<file path="config.mk">
export PLATFORM = sky130hd
export DESIGN_NAME = sfad_front
export DESIGN_NICKNAME = d
export VERILOG_FILES = /design/src/rtl/sfad_pkg.sv /design/src/rtl/sfad_front.sv
export SDC_FILE = /design/constraint.sdc
export NUM_CORES = 1
export LEC_CHECK = 0
export ABC_AREA = 1
export BUFFER_PORTS_ARGS = -buffer_cell sky130_fd_sc_hd__buf_2
export CAP_MARGIN = 20
export CORE_ASPECT_RATIO = 0.7
export CORE_MARGIN = 2
export CORE_UTILIZATION = 59
export CTS_BUF_LIST = sky130_fd_sc_hd__clkbuf_2 sky130_fd_sc_hd__clkbuf_4 sky130_fd_sc_hd__clkbuf_8
export DETAILED_ROUTE_END_ITERATION = 8
export GPL_ROUTABILITY_DRIVEN = 0
export MAX_ROUTING_LAYER = met4
export PLACE_DENSITY = 0.94
export RECOVER_POWER = 25
export SLEW_MARGIN = 20
export SYNTH_ARGS = -nofsm -noshare
export SYNTH_HDL_FRONTEND = slang
export SYNTH_SLANG_ARGS = --single-unit
export TNS_END_PERCENT = 10
</file>
<file path="constraint.sdc">
create_clock -name aclk -period 9 [get_ports aclk]
set_input_delay 1.8 -clock aclk [delete_from_list [all_inputs] [get_ports aclk]]
set_output_delay 1.8 -clock aclk [all_outputs]
set_load 0.01 [all_outputs]
</file>
<file path="src/rtl/sfad_pkg.sv">
// Shared types and constants for the sample FIFO with arrival dating.
// No dependencies; the front, back and top files in rtl use this package by scoped names.
package sfad_pkg;

    localparam int SAMPLE_W = 32;
    localparam int STAMP_W  = 48;
    localparam int FUNC_W   = 2;
    localparam int THR_W    = 11;
    localparam int TOTAL_W  = 32;
    localparam int PADDR_W  = 3;
    localparam int PDATA_W  = 32;
    localparam int S_TDATA_W = SAMPLE_W + STAMP_W;
    localparam int QUEUE_DEPTH = 2;

    localparam logic [FUNC_W-1:0] FUNC_PUSH  = 2'd0;
    localparam logic [FUNC_W-1:0] FUNC_TAKE  = 2'd1;
    localparam logic [FUNC_W-1:0] FUNC_CLEAR = 2'd2;

    // Register index as decoded from paddr[2].
    localparam logic REG_NEED_THRESHOLD = 1'b0;

    typedef enum logic [1:0] {
        OP_PUSH,
        OP_TAKE,
        OP_CLEAR,
        OP_NOP
    } op_t;

    typedef struct packed {
        op_t                 op;
        logic [SAMPLE_W-1:0] sample;
        logic [STAMP_W-1:0]  stamp;
        logic                eof;
    } cmd_t;

    typedef struct packed {
        logic [TOTAL_W-1:0] rec_end;
        logic [STAMP_W-1:0] rec_time;
    } record_t;

    typedef enum logic [1:0] {
        ST_IDLE,
        ST_TAKE_CHK,
        ST_TAKE_TIME,
        ST_RESP
    } back_state_t;

endpackage

</file>
<file path="src/rtl/sfad_front.sv">
// Input side: accepts beats, decodes the function code and queues commands.
// Depends on sfad_pkg.
module sfad_front (
    input  logic                              aclk,
    input  logic                              aresetn,
    input  logic                              s_tvalid,
    output logic                              s_tready,
    // s_tdata: sample_in [31:0], arrival_stamp [79:32]
    input  logic [sfad_pkg::S_TDATA_W-1:0]    s_tdata,
    // s_tuser: func [1:0]
    input  logic [sfad_pkg::FUNC_W-1:0]       s_tuser,
    input  logic                              s_tlast,
    output logic                              q_valid,
    output sfad_pkg::cmd_t                    q_item,
    input  logic                              q_pop
);

    localparam int QP_W = $clog2(sfad_pkg::QUEUE_DEPTH);
    localparam int QC_W = $clog2(sfad_pkg::QUEUE_DEPTH + 1);

    sfad_pkg::cmd_t   slot_reg [sfad_pkg::QUEUE_DEPTH];
    logic [QP_W-1:0]  wr_ptr_reg;
    logic [QP_W-1:0]  rd_ptr_reg;
    logic [QC_W-1:0]  cnt_reg;
    sfad_pkg::cmd_t   cmd;
    logic             push;
    logic             pop;

    always_comb begin
        case (s_tuser)
            sfad_pkg::FUNC_PUSH:  cmd.op = sfad_pkg::OP_PUSH;
            sfad_pkg::FUNC_TAKE:  cmd.op = sfad_pkg::OP_TAKE;
            sfad_pkg::FUNC_CLEAR: cmd.op = sfad_pkg::OP_CLEAR;
            default:              cmd.op = sfad_pkg::OP_NOP;
        endcase
        cmd.sample = s_tdata[sfad_pkg::SAMPLE_W-1:0];
        cmd.stamp  = s_tdata[sfad_pkg::S_TDATA_W-1:sfad_pkg::SAMPLE_W];
        cmd.eof    = s_tlast;
    end

    assign s_tready = (cnt_reg != QC_W'(sfad_pkg::QUEUE_DEPTH));
    assign q_valid  = (cnt_reg != '0);
    assign q_item   = slot_reg[rd_ptr_reg];
    assign push     = s_tvalid && s_tready;
    assign pop      = q_pop && q_valid;

    always_ff @(posedge aclk) begin
        if (push) begin
            slot_reg[wr_ptr_reg] <= cmd;
        end
    end

    always_ff @(posedge aclk) begin
        if (!aresetn) begin
            wr_ptr_reg <= '0;
            rd_ptr_reg <= '0;
            cnt_reg    <= '0;
        end else begin
            if (push) begin
                wr_ptr_reg <= wr_ptr_reg + 1'b1;
            end
            if (pop) begin
                rd_ptr_reg <= rd_ptr_reg + 1'b1;
            end
            if (push && !pop) begin
                cnt_reg <= cnt_reg + 1'b1;
            end else if (pop && !push) begin
                cnt_reg <= cnt_reg - 1'b1;
            end
        end
    end

endmodule

</file>
==> flow_metrics.env <==
export IMPL_status="finished, final reports clean"
export IMPL_rsz0062_at_grt="false"
export IMPL_crit_path_end_kind="primary output"
export IMPL_syn_avg_cell_area_um2=22.2
export IMPL_dp_hpwl_mm=7.82
export IMPL_power_density_mw_per_mm2=267
export IMPL_cts_max_path_buffers=2
export IMPL_synth_edf_count=166
export IMPL_antennaDiodeCount=0
export IMPL_antenna_found_initial=0
export IMPL_cts_root_buf="clkbuf_8"
export IMPL_core_rowCount=32
export IMPL_multi_input_area_mm2=0.00132
export IMPL_power_uw=2100
export IMPL_insertion_delay_ns=0.43
export IMPL_timing_fmax_mhz=232
export IMPL_finalHoldViolCount=0
export IMPL_skew_ns=0.0103
export IMPL_critPathSlowestCell="dfxtp_4"
export IMPL_path_clk_slew_ns=0.08
export IMPL_ios=172
export IMPL_postCtsSetupBuffers=0
export IMPL_p_leak_uw=0.00303
export IMPL_synth_area_leaders="edfxtp_1 (76%), mux2_4 (16%), mux2_2 (2.2%), buf_12 (2.1%), dfxtp_1 (1.5%)"
export IMPL_maxSlewViolCount=0
export IMPL_synth_seq_cells=171
export IMPL_post_drt_wl_per_cell_um=17.9
export IMPL_setup_tns_ns=0
export IMPL_viasPerCell=5.08
export IMPL_synth_top_family_by_area="multiplexers"
export IMPL_crit_path_start_kind="register"
export IMPL_core_mm2=0.0109
export IMPL_yosys_area_share_simple=0.0114
export IMPL_finalSetupViolations=0
export IMPL_synth_top_area_cell="edfxtp_1"
export IMPL_num_vias=3274
export IMPL_ir_worst_vdd_uv=190
export IMPL_seq_area_mm2=0.00509
export IMPL_cts_hold_buf=0
export IMPL_grt_pass1_vias=3469
export IMPL_fillerInstances=680
export IMPL_initial_core_util=0.603
export IMPL_async_flop_share=0
export IMPL_cts_htree_levels=4
export IMPL_initialDrtViolationCount=211
export IMPL_cp_arrival_ns=2.52
export IMPL_post_cts_resize_count=0
export IMPL_grt_overflow=0
export IMPL_synth_compound_area_share=0.00342
export IMPL_drive_gt1_frac=0.533
export IMPL_tightest_slew_ns=0.846
export IMPL_area_growth_pct=19.4
export IMPL_hp_class="register to register"
export IMPL_yosys_warnings=0
export IMPL_timing_worst_setup_path_type="register to primary output"
export IMPL_cts_inserted_buffers=17
export IMPL_synth_area_mux_share=0.182
export IMPL_synth_adder_area_share=0.00190
export IMPL_yosysMostFrequentCell="edfxtp_1"
export IMPL_wl_mm=11.5
export IMPL_cp_max_fo=44
export IMPL_synth_fp_nets=385
export IMPL_yosys_top_cells_count="edfxtp_1 (166), mux2_4 (70), mux2_2 (13)"
export IMPL_min_period_ns=4.32
export IMPL_maxCapViolations=0
export IMPL_synthCells=297
export IMPL_fin_nets=567
export IMPL_layout_worst_path_cycle_share=0.480
export IMPL_required_ns=7.20
export IMPL_grt_use_total=0.200
export IMPL_worstPathCellList="buf_4 -> mux2_2 -> buf_2"
export IMPL_syn_cell_area_mm2=0.00659
export IMPL_cp_slowest_stage_delay_ns=0.78
export IMPL_numPortBuffers=171
export IMPL_ys_seq_area_frac=0.772
export IMPL_synth_distinct_cells=17
export IMPL_dp_cells=613
export IMPL_ys_flop_type="edfxtp_1"
export IMPL_die_w_um=130
export IMPL_ant_nets=0
export IMPL_timing_slew_headroom=0.434
export IMPL_fp_dieH_um=92.4
export IMPL_largest_reg_flops=166
export IMPL_dr_pass1_iters=5
export IMPL_grt_max_degree=60
export IMPL_drc=0
export IMPL_synth_xor_area_share=0
export IMPL_numClockSinks=171
export IMPL_die_area_mm2=0.0120
export IMPL_synth_top_cell_area_share=0.757
export IMPL_cts_tree="yes"
export IMPL_layout_cells_non_filler=645
export IMPL_grt_pass1_wl_mm=17.1
-- final timing paths --
check	startpoint	to	slack [ns]	depth (start not counted)
worst min-delay path	rd_ptr_reg$_SDFFE_PN0P_	rd_ptr_reg$_SDFFE_PN0P_	0.54	2
worst min register to register	rd_ptr_reg$_SDFFE_PN0P_	rd_ptr_reg$_SDFFE_PN0P_	0.54	2
worst max register to register	cnt_reg[0]$_SDFFE_PN0P_	slot_reg[0][9]$_DFFE_PP_	6.41	5
worst max-delay path	register	q_item[74]	4.68	3
-- cell type report --
class                           instances  area share
Timing Repair Buffer                  174       0.107
Inverter                                8     0.00382
Clock buffer                           18      0.0307
Multi-Input combinational cell        107       0.168
Tap cell                              153      0.0243
Clock inverter                         14      0.0185
Sequential cell                       171       0.647
-- cell families after synthesis --
kind of cell / Yosys count
flops: 171
mux: 83
buf+inv: 19
simple gates: 19
compound gates: 4
fa+ha+maj: 1
-- metrics by stage --
step	hold WS (ns)	cell area (um^2)	utilization	setup slack [ns]
after floorplan	0.467	6590	-	3.12
after global placement	0.482	7510	0.687	5.13
after detailed placement	0.529	7510	0.687	5.07
after global routing	0.570	7860	0.719	4.53
after CTS	0.546	7900	0.723	4.61
final	0.545	7860	0.719	4.68
-- layout by cell type, fill, tap and decap left out, drive strengths merged --
master / instances
a21oi: 1
inv: 12
nand3: 1
bufinv: 2
buf: 147
clkbuf: 45
nor2: 8
o21a: 1
clkinvlp: 4
mux2: 83
nand2: 9
edfxtp: 166
ha: 1
clkinv: 4
o21ai: 2
dfxtp: 5
nand4: 1
-- metal layers --
layer	wire (um)	part of all wire	global-route usage
met5	0	0	-
met2	5850	0.51	0.332
met1	4560	0.40	0.236
met3	981	0.085	0.0583
met4	124	0.011	0.0672
-- power by group --
group / switching, uW / internal (uW)
clock: 266 / 251
sequential: 56.0 / 1010
combinational: 257 / 262
total: 579 / 1520
-- worst max-delay path, delay by kind of cell, from the launching register on --
family                 cells  cell delay, ns
buffers and inverters      2            0.88
DFF                        1            0.78
muxes                      1            0.42
Note: power is estimated with default switching activity, not from simulation.
